### config.mk
export PLATFORM = sky130hd
export DESIGN_NAME = ethernet_l4_packet_filter_core
export DESIGN_NICKNAME = d
export VERILOG_FILES = /design/src/rtl/elpf_pkg.sv /design/src/rtl/ethernet_l4_packet_filter_core.sv /design/src/rtl/elpf_parse.sv /design/src/rtl/elpf_queue.sv /design/src/rtl/elpf_verdict.sv
export VERILOG_INCLUDE_DIRS = /design/src /design/src/rtl
export SDC_FILE = /design/constraint.sdc
export NUM_CORES = 1
export LEC_CHECK = 0
export BUFFER_PORTS_ARGS = -buffer_cell sky130_fd_sc_hd__buf_2
export CORE_MARGIN = 5
export CORE_UTILIZATION = 35
export CTS_BUF_LIST = sky130_fd_sc_hd__clkbuf_8
export DETAILED_ROUTE_END_ITERATION = 10
export GPL_TIMING_DRIVEN = 0
export PLACE_DENSITY_LB_ADDON = 0.3
export SYNTH_ARGS = -nofsm -noshare
export SYNTH_HDL_FRONTEND = slang
export SYNTH_SLANG_ARGS = --single-unit
### constraint.sdc
create_clock -name clk_i -period 14.4 [get_ports clk_i]
set_clock_uncertainty 0.05 [all_clocks]
set_input_delay 2.88 -clock clk_i [delete_from_list [all_inputs] [get_ports clk_i]]
set_output_delay 2.88 -clock clk_i [all_outputs]
set_load 0.02 [all_outputs]
### src/rtl/ethernet_l4_packet_filter_core_macros.svh
// assertion macros used by the packet filter top level
`ifndef ETHERNET_L4_PACKET_FILTER_CORE_MACROS_SVH
`define ETHERNET_L4_PACKET_FILTER_CORE_MACROS_SVH

`ifndef NO_ASSERTIONS
// condition must never be true outside reset
`define ELPF_ASSERT_NEVER(label, cond) \
  label: assert property (@(posedge clk_i) disable iff (!rst_ni) !(cond)) \
    else $error("forbidden condition seen");
// antecedent implies consequent in the same cycle
`define ELPF_ASSERT_IMPLIES(label, ante, cons) \
  label: assert property (@(posedge clk_i) disable iff (!rst_ni) (ante) |-> (cons)) \
    else $error("implication violated");
`else
`define ELPF_ASSERT_NEVER(label, cond)
`define ELPF_ASSERT_IMPLIES(label, ante, cons)
`endif

`endif

### src/rtl/elpf_pkg.sv
// shared types and codes of the packet filter
`default_nettype none

package elpf_pkg;

  typedef enum logic [1:0] {
    KIND_UNKNOWN = 2'd0,
    KIND_IPV4    = 2'd1,
    KIND_IPV6    = 2'd2,
    KIND_ARP     = 2'd3
  } kind_e;

  typedef enum logic [2:0] {
    CLS_TCP   = 3'd0,
    CLS_UDP   = 3'd1,
    CLS_ICMP  = 3'd2,
    CLS_ARP   = 3'd3,
    CLS_OTHER = 3'd4
  } class_e;

  // configuration register indexes
  localparam logic [2:0] REG_PROTOCOL_MASK = 3'd0;
  localparam logic [2:0] REG_PORT_FILTER   = 3'd1;
  localparam logic [2:0] REG_FILTER_PORT   = 3'd2;
  localparam logic [2:0] REG_COOKED_MODE   = 3'd3;
  localparam logic [2:0] REG_PACKET_LIMIT  = 3'd4;

  localparam logic [7:0] ETH_TYPE_HI_IP  = 8'h08;
  localparam logic [7:0] ETH_TYPE_LO_V4  = 8'h00;
  localparam logic [7:0] ETH_TYPE_LO_ARP = 8'h06;
  localparam logic [7:0] ETH_TYPE_HI_V6  = 8'h86;
  localparam logic [7:0] ETH_TYPE_LO_V6  = 8'hdd;

  localparam logic [7:0] PROTO_ICMP   = 8'd1;
  localparam logic [7:0] PROTO_TCP    = 8'd6;
  localparam logic [7:0] PROTO_UDP    = 8'd17;
  localparam logic [7:0] PROTO_ICMPV6 = 8'd58;

  localparam logic [6:0] ETH_HDR_BYTES  = 7'd14;
  localparam logic [6:0] IPV6_L4_OFFSET = 7'd54;

  // per-frame summary from the parser to the verdict stage
  typedef struct packed {
    class_e      cls;
    logic        ipv6;
    logic        len_ok;
    logic [15:0] sport;
    logic [15:0] dport;
    logic [15:0] length;
  } summary_t;

  // live filter settings
  typedef struct packed {
    logic [3:0]  mask;
    logic        port_en;
    logic [15:0] port;
  } filt_cfg_t;

endpackage

`default_nettype wire

### src/rtl/ethernet_l4_packet_filter_core.sv
// top level of the ethernet l4 packet filter: config registers and stage wiring
//
//   channel   handshake          words
//   --------  -----------------  ------------------------------------------
//   input     push / full        data_byte_i, last_byte_i (one frame byte)
//   result    empty / pop        accepted_o .. capture_done_o (one verdict)
//   config    cfg_we_i           cfg_index_i, cfg_data_i (no wait)
//
// one input word is taken every cycle while full is low
// a frame's summary is written into the summary queue, then registered as its verdict
// full rises only when the two-entry summary queue is full while results stall
// reset clears the parser, the queue and the countdown (to 1) and sets the config
// registers to their defaults (mask all ones); no clearing pass
`default_nettype none
`include "ethernet_l4_packet_filter_core_macros.svh"

module ethernet_l4_packet_filter_core (
  input  logic        clk_i,
  input  logic        rst_ni,
  input  logic        push,
  output logic        full,
  input  logic [7:0]  data_byte_i,
  input  logic        last_byte_i,
  output logic        empty,
  input  logic        pop,
  output logic        accepted_o,
  output logic [2:0]  packet_class_o,
  output logic        ipv6_flag_o,
  output logic [15:0] source_port_o,
  output logic [15:0] dest_port_o,
  output logic [15:0] packet_length_o,
  output logic        capture_done_o,
  input  logic        cfg_we_i,
  input  logic [2:0]  cfg_index_i,
  input  logic [23:0] cfg_data_i
);
  import elpf_pkg::*;

  // configuration registers
  logic [3:0]  mask_q;
  logic        port_en_q;
  logic [15:0] port_q;
  logic        cooked_q;
  logic        reload;
  filt_cfg_t   filt_cfg;

  // front to back
  logic        byte_take;
  logic        sum_valid;
  summary_t    sum_wr;
  summary_t    sum_rd;
  logic        q_valid;
  logic        q_full;
  logic        sum_take;
  logic        out_valid;

  always_ff @(posedge clk_i or negedge rst_ni) begin
    if (!rst_ni) begin
      mask_q    <= 4'hf;
      port_en_q <= 1'b0;
      port_q    <= '0;
      cooked_q  <= 1'b0;
    end else if (cfg_we_i) begin
      unique case (cfg_index_i)
        REG_PROTOCOL_MASK: mask_q    <= cfg_data_i[3:0];
        REG_PORT_FILTER:   port_en_q <= cfg_data_i[0];
        REG_FILTER_PORT:   port_q    <= cfg_data_i[15:0];
        REG_COOKED_MODE:   cooked_q  <= cfg_data_i[0];
        default: ;
      endcase
    end
  end

  // limit writes reload the countdown held in the verdict stage
  assign reload           = cfg_we_i && (cfg_index_i == REG_PACKET_LIMIT);
  assign filt_cfg.mask    = mask_q;
  assign filt_cfg.port_en = port_en_q;
  assign filt_cfg.port    = port_q;

  // input side stalls only when a frame summary has nowhere to go
  assign full      = q_full;
  assign byte_take = push && !q_full;

  elpf_parse u_parse (
    .clk_i        (clk_i),
    .rst_ni       (rst_ni),
    .cooked_i     (cooked_q),
    .byte_valid_i (byte_take),
    .data_byte_i  (data_byte_i),
    .last_byte_i  (last_byte_i),
    .sum_valid_o  (sum_valid),
    .sum_o        (sum_wr)
  );

  elpf_queue u_queue (
    .clk_i   (clk_i),
    .rst_ni  (rst_ni),
    .wr_i    (sum_valid),
    .wdata_i (sum_wr),
    .rd_i    (sum_take),
    .rdata_o (sum_rd),
    .valid_o (q_valid),
    .full_o  (q_full)
  );

  elpf_verdict u_verdict (
    .clk_i           (clk_i),
    .rst_ni          (rst_ni),
    .cfg_i           (filt_cfg),
    .reload_i        (reload),
    .reload_value_i  (cfg_data_i),
    .sum_valid_i     (q_valid),
    .sum_i           (sum_rd),
    .sum_take_o      (sum_take),
    .pop_i           (pop),
    .out_valid_o     (out_valid),
    .accepted_o      (accepted_o),
    .packet_class_o  (packet_class_o),
    .ipv6_flag_o     (ipv6_flag_o),
    .source_port_o   (source_port_o),
    .dest_port_o     (dest_port_o),
    .packet_length_o (packet_length_o),
    .capture_done_o  (capture_done_o)
  );

  // result side: output register of the verdict stage
  assign empty = !out_valid;

  // a summary is never written into a full queue
  `ELPF_ASSERT_NEVER(a_queue_no_overflow, sum_valid && q_full)
  // only a recognized class can be accepted
  `ELPF_ASSERT_IMPLIES(a_accept_has_class, !empty && accepted_o, packet_class_o != CLS_OTHER)
  // ports are reported only for tcp and udp
  `ELPF_ASSERT_IMPLIES(a_ports_only_l4, !empty && packet_class_o != CLS_TCP && packet_class_o != CLS_UDP, source_port_o == 16'd0 && dest_port_o == 16'd0)
  // a frame leaves the queue in the cycle it is judged, and only while the queue holds one
  `ELPF_ASSERT_IMPLIES(a_take_fills_output, sum_take, q_valid)

endmodule

`default_nettype wire

### src/rtl/elpf_parse.sv
// front end: per-byte header parser and frame classifier
`default_nettype none

module elpf_parse (
  input  logic               clk_i,
  input  logic               rst_ni,
  input  logic               cooked_i,
  input  logic               byte_valid_i,
  input  logic [7:0]         data_byte_i,
  input  logic               last_byte_i,
  output logic               sum_valid_o,
  output elpf_pkg::summary_t sum_o
);
  import elpf_pkg::*;

  logic [15:0] pos_q, pos_d, pos_n;
  kind_e       kind_q, kind_d, kind_n;
  logic [5:0]  ihb_q, ihb_d, ihb_n;
  logic [7:0]  nproto_q, nproto_d, nproto_n;
  logic [15:0] sport_q, sport_d, sport_n;
  logic [15:0] dport_q, dport_d, dport_n;

  logic [15:0] skip;
  logic        in_eth;
  logic [15:0] e;
  logic [6:0]  l4;
  logic [15:0] l4_w;
  logic        is_ip;
  logic [15:0] elen;
  kind_e       kind_f;
  class_e      cls;
  logic        l4_cls;
  logic        len_ok;

  always_comb begin
    skip   = cooked_i ? 16'd2 : 16'd0;
    in_eth = (pos_q >= skip);
    e      = pos_q - skip;

    kind_n   = kind_q;
    nproto_n = nproto_q;
    ihb_n    = ihb_q;
    if (in_eth && (e == 16'd12)) begin
      nproto_n = data_byte_i;
    end
    if (in_eth && (e == 16'd13)) begin
      if (nproto_q == ETH_TYPE_HI_IP && data_byte_i == ETH_TYPE_LO_V4) begin
        kind_n = KIND_IPV4;
      end else if (nproto_q == ETH_TYPE_HI_V6 && data_byte_i == ETH_TYPE_LO_V6) begin
        kind_n = KIND_IPV6;
      end else if (nproto_q == ETH_TYPE_HI_IP && data_byte_i == ETH_TYPE_LO_ARP) begin
        kind_n = KIND_ARP;
      end else begin
        kind_n = KIND_UNKNOWN;
      end
    end
    if (in_eth && kind_n == KIND_IPV4 && e == 16'd14) begin
      ihb_n = {data_byte_i[3:0], 2'b00};
    end
    if (in_eth && ((kind_n == KIND_IPV4 && e == 16'd23) ||
                   (kind_n == KIND_IPV6 && e == 16'd20))) begin
      nproto_n = data_byte_i;
    end

    // transport header offset, ihl may be below five
    l4    = (kind_n == KIND_IPV4) ? (ETH_HDR_BYTES + {1'b0, ihb_n}) : IPV6_L4_OFFSET;
    l4_w  = {9'd0, l4};
    is_ip = (kind_n == KIND_IPV4) || (kind_n == KIND_IPV6);

    sport_n = sport_q;
    dport_n = dport_q;
    if (in_eth && is_ip) begin
      if (e == l4_w) begin
        sport_n = {data_byte_i, sport_q[7:0]};
      end else if (e == l4_w + 16'd1) begin
        sport_n = {sport_q[15:8], data_byte_i};
      end else if (e == l4_w + 16'd2) begin
        dport_n = {data_byte_i, dport_q[7:0]};
      end else if (e == l4_w + 16'd3) begin
        dport_n = {dport_q[15:8], data_byte_i};
      end
    end

    pos_n = (pos_q == 16'hffff) ? pos_q : pos_q + 16'd1;

    // frame end classification
    elen   = (pos_n >= skip) ? (pos_n - skip) : 16'd0;
    kind_f = (elen >= 16'd14) ? kind_n : KIND_UNKNOWN;
    cls    = CLS_OTHER;
    if (kind_f == KIND_ARP) begin
      cls = CLS_ARP;
    end else if ((kind_f == KIND_IPV4 && elen >= 16'd24) ||
                 (kind_f == KIND_IPV6 && elen >= 16'd21)) begin
      if (nproto_n == PROTO_TCP) begin
        cls = CLS_TCP;
      end else if (nproto_n == PROTO_UDP) begin
        cls = CLS_UDP;
      end else if (kind_f == KIND_IPV4 && nproto_n == PROTO_ICMP) begin
        cls = CLS_ICMP;
      end else if (kind_f == KIND_IPV6 && nproto_n == PROTO_ICMPV6) begin
        cls = CLS_ICMP;
      end
    end
    l4_cls = (cls == CLS_TCP) || (cls == CLS_UDP);
    len_ok = !l4_cls || (elen >= l4_w + 16'd4);

    sum_o.cls    = cls;
    sum_o.ipv6   = (kind_f == KIND_IPV6);
    sum_o.len_ok = len_ok;
    sum_o.sport  = (l4_cls && len_ok) ? sport_n : 16'd0;
    sum_o.dport  = (l4_cls && len_ok) ? dport_n : 16'd0;
    sum_o.length = pos_n;
    sum_valid_o  = byte_valid_i && last_byte_i;

    if (last_byte_i) begin
      pos_d    = '0;
      kind_d   = KIND_UNKNOWN;
      ihb_d    = '0;
      nproto_d = '0;
      sport_d  = '0;
      dport_d  = '0;
    end else begin
      pos_d    = pos_n;
      kind_d   = kind_n;
      ihb_d    = ihb_n;
      nproto_d = nproto_n;
      sport_d  = sport_n;
      dport_d  = dport_n;
    end
  end

  always_ff @(posedge clk_i or negedge rst_ni) begin
    if (!rst_ni) begin
      pos_q    <= '0;
      kind_q   <= KIND_UNKNOWN;
      ihb_q    <= '0;
      nproto_q <= '0;
      sport_q  <= '0;
      dport_q  <= '0;
    end else if (byte_valid_i) begin
      pos_q    <= pos_d;
      kind_q   <= kind_d;
      ihb_q    <= ihb_d;
      nproto_q <= nproto_d;
      sport_q  <= sport_d;
      dport_q  <= dport_d;
    end
  end

endmodule

`default_nettype wire

### src/rtl/elpf_queue.sv
// two-entry queue of frame summaries between parser and verdict stage
`default_nettype none

module elpf_queue (
  input  logic               clk_i,
  input  logic               rst_ni,
  input  logic               wr_i,
  input  elpf_pkg::summary_t wdata_i,
  input  logic               rd_i,
  output elpf_pkg::summary_t rdata_o,
  output logic               valid_o,
  output logic               full_o
);
  import elpf_pkg::*;

  summary_t   mem_q [2];
  logic       wptr_q, rptr_q;
  logic [1:0] cnt_q, cnt_d;
  logic       do_wr, do_rd;

  always_comb begin
    valid_o = (cnt_q != 2'd0);
    full_o  = (cnt_q == 2'd2);
    do_wr   = wr_i && !full_o;
    do_rd   = rd_i && valid_o;
    rdata_o = mem_q[rptr_q];
    cnt_d   = cnt_q;
    if (do_wr && !do_rd) begin
      cnt_d = cnt_q + 2'd1;
    end else if (do_rd && !do_wr) begin
      cnt_d = cnt_q - 2'd1;
    end
  end

  always_ff @(posedge clk_i) begin
    if (do_wr) begin
      mem_q[wptr_q] <= wdata_i;
    end
  end

  always_ff @(posedge clk_i or negedge rst_ni) begin
    if (!rst_ni) begin
      wptr_q <= 1'b0;
      rptr_q <= 1'b0;
      cnt_q  <= '0;
    end else begin
      if (do_wr) begin
        wptr_q <= ~wptr_q;
      end
      if (do_rd) begin
        rptr_q <= ~rptr_q;
      end
      cnt_q <= cnt_d;
    end
  end

endmodule

`default_nettype wire

### src/rtl/elpf_verdict.sv
// back end: class mask, port match, accept countdown and result register
`default_nettype none

module elpf_verdict (
  input  logic                clk_i,
  input  logic                rst_ni,
  input  elpf_pkg::filt_cfg_t cfg_i,
  input  logic                reload_i,
  input  logic [23:0]         reload_value_i,
  input  logic                sum_valid_i,
  input  elpf_pkg::summary_t  sum_i,
  output logic                sum_take_o,
  input  logic                pop_i,
  output logic                out_valid_o,
  output logic                accepted_o,
  output logic [2:0]          packet_class_o,
  output logic                ipv6_flag_o,
  output logic [15:0]         source_port_o,
  output logic [15:0]         dest_port_o,
  output logic [15:0]         packet_length_o,
  output logic                capture_done_o
);
  import elpf_pkg::*;

  logic [23:0] frames_q, frames_d, frames_after;
  logic        out_valid_q, out_valid_d;
  logic        acc_q;
  class_e      cls_q;
  logic        v6_q;
  logic [15:0] sp_q, dp_q, len_q;
  logic        done_q;

  logic [3:0]  mask_eff;
  logic        class_ok, ports_ok, acc, is_l4;

  always_comb begin
    mask_eff = (cfg_i.mask == 4'd0) ? 4'hf : cfg_i.mask;
    case (sum_i.cls)
      CLS_TCP:  class_ok = mask_eff[3];
      CLS_UDP:  class_ok = mask_eff[2];
      CLS_ARP:  class_ok = mask_eff[1];
      CLS_ICMP: class_ok = mask_eff[0];
      default:  class_ok = 1'b0;
    endcase
    is_l4    = (sum_i.cls == CLS_TCP) || (sum_i.cls == CLS_UDP);
    ports_ok = !is_l4 || (sum_i.len_ok && (!cfg_i.port_en ||
               sum_i.sport == cfg_i.port || sum_i.dport == cfg_i.port));
    acc      = class_ok && ports_ok && (frames_q != 24'd0);

    sum_take_o   = sum_valid_i && (!out_valid_q || pop_i);
    frames_after = (sum_take_o && acc) ? frames_q - 24'd1 : frames_q;
    frames_d     = reload_i ? reload_value_i : frames_after;

    if (sum_take_o) begin
      out_valid_d = 1'b1;
    end else if (pop_i) begin
      out_valid_d = 1'b0;
    end else begin
      out_valid_d = out_valid_q;
    end
  end

  always_ff @(posedge clk_i or negedge rst_ni) begin
    if (!rst_ni) begin
      frames_q    <= 24'd1;
      out_valid_q <= 1'b0;
    end else begin
      frames_q    <= frames_d;
      out_valid_q <= out_valid_d;
    end
  end

  always_ff @(posedge clk_i) begin
    if (sum_take_o) begin
      acc_q  <= acc;
      cls_q  <= sum_i.cls;
      v6_q   <= sum_i.ipv6;
      sp_q   <= sum_i.sport;
      dp_q   <= sum_i.dport;
      len_q  <= sum_i.length;
      done_q <= (frames_after == 24'd0);
    end
  end

  assign out_valid_o     = out_valid_q;
  assign accepted_o      = acc_q;
  assign packet_class_o  = cls_q;
  assign ipv6_flag_o     = v6_q;
  assign source_port_o   = sp_q;
  assign dest_port_o     = dp_q;
  assign packet_length_o = len_q;
  assign capture_done_o  = done_q;

endmodule

`default_nettype wire
* After elaboration in Yosys (flattened, before gate mapping) *
Memories as Yosys holds them, arrays and structs flattened.
Index checks and enable logic that the tools add are counted.

word-level totals
  register bits = 169
  RAM bits = 106
  bits of input ports = 41
  output and inout port bits = 56
  logic and storage cells = 179
  memories kept = 1

operators by class
  add/sub/neg operators = 11
  order comparisons = 6
  eq/ne operators = 34
  muxes and demuxes = 44
  bitwise logic cells = 2
  reduce and logical (&&, ||, !) cells = 59

memory list
  memory         words  bits a word  rd ports  clocked after Yosys merged registers in  write ports  RTL line          text
  u_queue.mem_q  2      53           1         0                                        1            elpf_queue.sv:16  summary_t mem_q [2];

operators with widths
  cell                                                                    number
  16-bit two-way mux                                                      13
  16-bit == test                                                          5
  16-bit by 4-bit == test with 1-bit output, second input constant        3
  16-bit >= comparator                                                    3
  24-bit two-way mux                                                      2
  8-bit two-way mux                                                       5
  16-bit by 5-bit == test with 1-bit output, second input constant        2
  16-bit by 5-bit >= comparator with 1-bit output, second input constant  2
  16-bit subtractor                                                       2
  1-bit logical AND                                                       28
  24-bit zero test                                                        1
  24-bit nonzero test                                                     1
  24-bit by 1-bit subtractor with 24-bit output, second input constant    1
  2-bit two-way mux                                                       9
  3-bit two-way mux                                                       6
  16-bit by 1-bit adder with 16-bit output, second input constant         1
  7-bit by 2-bit adder with 8-bit output, second input constant           2
  16-bit == test, second input constant                                   1
  16-bit by 7-bit == test with 1-bit output                               1
  8-bit by 3-bit == test with 1-bit output, second input constant         2
  8-bit == test, second input constant                                    2
  16-bit by 4-bit >= comparator with 1-bit output, second input constant  1
  3-bit by 2-bit == test with 1-bit output, second input constant         4
  6-bit two-way mux                                                       2
  other kinds (25)                                                        57

* Depth between registers and ports, before layout *
  depth in word-level cells = 25
  depth in mapped cells = 27
  mapped depth without buffers = 25

* Modules after synthesis *
From an unflattened synthesis, not the netlist that was laid out.

unflattened totals
  cell total of the unflattened synthesis = 1410
  area, all modules = 15528.6 um^2

modules (own cells, without submodules)
  module                          times used  cells each  area each (um^2)  seq. area each (um^2)
  elpf_parse                      1           830         6416.2            1601.5
  elpf_queue                      1           184         4272.8            3283.1
  elpf_verdict                    1           342         3897.5            2248.4
  ethernet_l4_packet_filter_core  1           54          942.2             555.5

* Worst setup path after synthesis *
OpenSTA, ideal clock, no wires.

  path type = in2reg
  from = in data_byte_i[7]
  to = mem u_queue.mem_q[0][32] (netlist bit), data pin
  setup time = 0.265 ns
  arrival = 7.927 ns
  data required time = 14.085 ns
  path slack = 6.158 ns
  cell stages on the path = 23
  path buffers = 2
  cells stage by stage = clkbuf_1 -> or3_1 -> or4_1 -> or3_1 -> a21oi_1 -> mux2_2 -> ha_1 -> nand2b_1 -> or4_1 -> nor4_4 -> mux2i_1 -> inv_1 -> ha_1 -> inv_1 -> ha_1 -> a21o_1 -> a21o_1 -> a21o_1 -> a21o_1 -> a21o_1 -> o2111ai_4 -> buf_6 -> a21oi_1

RTL lines
  item                RTL line                              text
  start: declaration  ethernet_l4_packet_filter_core.sv:22  input logic [7:0] data_byte_i,
  end: declaration    elpf_queue.sv:16

==> results.toml <==
[outcome]
status = "finished, final reports clean"

[final_layout]
antenna_cells = 0
multi_input_area_mm2 = 0.00702
fin_nets = 1618
nFillCells = 4140
drive_above_1_share = 0.202
fin_util = 0.407
regArea_mm2 = 0.00769
area_delta_synth_final_pct = 15.0

[place]
port_buffers = 92
gp_congestion = 0.898
dpl.hpwl_mm = 31.9

[pwr]
pwr_density_cell_mw_per_mm2 = 163
p_int_mw = 1.80
net-switching-power_mw = 1.05
power_leakage_nw = 6.68
p_seq_frac = 0.388
p_comb_frac = 0.345
p_sw_frac = 0.368
ir_worst_vdd_v = 0.0000758
clock_power_share = 0.267

[sta]
finalMaxSlewViolations = 0
finalSetupTns_ns = 0
worst_slew_pin_slew_ns = 1.02
post-route-period-util = 0.616
max-slew-margin-rel = 0.312
fmax_mhz = 113
hold_viol = 0
finalSetupViolations = 0
rsz0062_at_grt = "no"
period_minus_slack_ns = 8.87

[hold_path]
hold_path_startpoint = "u_parse.sport_q[10]"
hold_path_class = "reg -> reg"
worstHoldPathCells = 1
whs_endpoint = "u_parse.sport_q[10]"

[yosys]
synth_top_area_frac = 0.315
synth.area.top_cells = "edfxtp_1 32%, dfrtp_1 18%, mux2_2 5.8%"
avgSynthCellArea_um2 = 10.8
synth_top_cell_by_area = "edfxtp_1"
synth_nets = 1472
postSynthCellCount = 1408
yosysUniqueCellTypes = 101
async_flop_share = 0.418
ys_warn_count = 0
ys_seq_area_frac = 0.505
ys_seq_elements = 275
synth_edf_count = 160
synth_top_flop_cell = "edfxtp_1"
synth_area_mm2 = 0.0152

[clocking]
cts_tree = "done"
clk_path_buf_depth = 3
clk_pin_slew_ns = 0.06
cts_resized = 0
insertion_delay_ns = 0.63
cts_setup_buffers = 0
clock-sinks = 275
cts_made_buffers = 48
htreeDepth = 2
clock_tree.root_cell = "clkbuf_8"
cts_hold_buffers = 0

[critical_path]
crit_path_end_kind = "register"
cp.arrival_ns = 9.14
r2r-end = "u_queue.mem_q[0][28]"
timing_worst_setup_path_type = "in -> reg"
cp-start-kind = "input port"
worstPathMaxFanout = 10
critPathRequiredTime_ns = 14.67
reg2reg_depth = 24
r2r_start = "u_parse.pos_q[2]"
regToRegSetupSlack_ns = 6.75

[die]
start_util = 0.354
die-width_um = 219
die_y_um = 219
dieArea_mm2 = 0.0478
core_area_mm2 = 0.0431
io_pins = 97
rows = 76

[routing]
dr.pass1.iters = 5
drt_iter0_drc = 933
dr_total_vias = 11653
wl_mm = 43.3
drc = 0
ant_nets = 0
wire_per_inst_um = 19.9
viasPerCell = 5.36

[grt]
grt_pass1_vias = 11382
grt_overflow_total = 0
track_usage = 0.179
grt_max_degree = 89
grt_first_pass_wirelength_mm = 66.8
grt_antenna_before_repair = 2

[flow_run]
cap_violations = 0
-- per-stage QoR --
step	instances	hold WS [ns]	worst slack, ns	power [mW]	cell area, um2
final	2175	0.454	5.53	2.85	17500
after global routing	2175	0.479	5.38	3.00	17500
after CTS	2175	0.453	5.67	2.88	17500
after detailed placement	2089	0.442	5.01	2.11	16500
after global placement	2085	0.430	5.05	2.09	16400
after floorplan	1408	0.410	6.16	1.79	15200
-- layout make-up --
class	count	area share
buffer	84	0.0233
clock buffer	51	0.0401
clock inverter	35	0.0164
inverter	32	0.00686
multi-input combinational	1017	0.401
sequential	275	0.439
tap	585	0.0418
timing repair buffer	96	0.0316
-- synth_stat cells, types with 7 or more instances --
| cell | number |
|---|---|
| nand4_1 | 14 |
| a22o_1 | 14 |
| ha_1 | 23 |
| nand2_1 | 142 |
| clkbuf_1 | 50 |
| or4_1 | 9 |
| nand2b_1 | 14 |
| and3_1 | 17 |
| edfxtp_1 | 160 |
| nor3_1 | 21 |
| mux2i_1 | 22 |
| buf_4 | 7 |
| nor4_1 | 25 |
| o211ai_1 | 49 |
| a31oi_1 | 7 |
| nor2_1 | 81 |
| xnor2_1 | 43 |
| nor2b_1 | 21 |
| a21oi_1 | 43 |
| nand3_1 | 69 |
| a21o_1 | 11 |
| mux2_2 | 79 |
| o21ai_0 | 92 |
| inv_1 | 32 |
| buf_2 | 17 |
| dfrtp_1 | 110 |
| a211oi_1 | 7 |
| xor2_1 | 58 |
| and2_1 | 12 |
| or3_1 | 14 |
-- power by group through the flow --
stage / combinational [mW] / clock [mW] / sequential [mW]
floorplan: 0.610 / 0 / 1.18
global placement: 0.964 / 0 / 1.13
detailed placement: 0.986 / 0 / 1.12
CTS: 0.991 / 0.779 / 1.11
global route: 1.07 / 0.813 / 1.12
finish: 0.982 / 0.759 / 1.11
-- cells in the final DEF (no fill, tap or decap), types with 8 or more instances in the layout --
master	Yosys	routed
nor4_1	25	25
edfxtp_1	160	160
clkbuf_1	50	50
mux2_2	79	79
dfrtp_1	110	110
inv_1	32	43
a21oi_1	43	43
o211ai_1	49	49
xnor2_1	43	43
nor2_1	81	80
nand2b_1	14	14
nand3_1	69	69
a22o_1	14	14
and2_1	12	12
nand4_1	14	14
ha_1	23	23
nor2b_1	21	21
or4_1	9	9
or3_1	14	14
nor3_1	21	21
buf_2	17	108
clkbuf_8	0	51
clkinv_2	0	8
a21o_1	11	11
xor2_1	58	58
nand2_1	142	142
o21ai_0	92	92
and3_1	17	16
mux2i_1	22	22
-- per-layer routing --
layer  wire length, um  part of all wire  vias up  global-route usage
met5                13           0.00030        -                   0
met4              1150             0.026        2              0.0622
met3              2940             0.068       66              0.0363
met2             19700              0.45      397               0.282
met1             19500              0.45     5682               0.246
li1                  -                 -     5506                   -
-- worst max-delay path by stage --
stage,start,to,cells past startpoint
2_1_floorplan,data_byte_i[7],u_queue.mem_q[0][32],23
3_3_place_gp,data_byte_i[7],u_queue.mem_q[0][28],23
3_5_place_dp,data_byte_i[7],u_queue.mem_q[0][28],23
4_1_cts,data_byte_i[7],u_queue.mem_q[0][28],23
5_1_grt,data_byte_i[7],u_queue.mem_q[0][28],23
6_report,data_byte_i[7],u_queue.mem_q[0][28],22
-- worst max-delay path, stage by stage --
cell and delay, ns:
clkbuf_1 0.26, or3_1 0.45, or4_1 0.48, or3_1 0.43, a21oi_1 0.20, mux2_2 0.28, ha_1 0.24, nand2b_1 0.10
or4_1 0.51, nor4_4 0.51, mux2i_1 0.35, inv_1 0.23, a31oi_1 0.20, mux2i_1 0.09, a22oi_1 0.40, ha_1 0.31
a21o_1 0.16, a21o_1 0.19, a21o_1 0.21, o2111ai_4 0.33, buf_6 0.20, a21oi_1 0.10
-- flip-flops by register name, indices dropped and copies added (netlist names), 8 cells and up --
signal,count
u_queue.mem_q,106
u_verdict.frames_q,24
port_q,16
u_parse.dport_q,16
u_parse.pos_q,16
u_parse.sport_q,16
u_verdict.dest_port_o,16
u_verdict.packet_length_o,16
u_verdict.source_port_o,16
u_parse.nproto_q,8
-- cells by family after synthesis --
| group | share of synthesized area |
|---|---|
| muxes | 0.0753 |
| DFF | 0.505 |
| adders and majority gates | 0.0189 |
| other | 0.000246 |
| AOI/OAI and AO/OA | 0.135 |
| and+or+nand+nor | 0.170 |
| buffers and inverters | 0.0347 |
| xor gates and xnor gates | 0.0617 |
No activity file was read; power rests on OpenSTA's default activity.
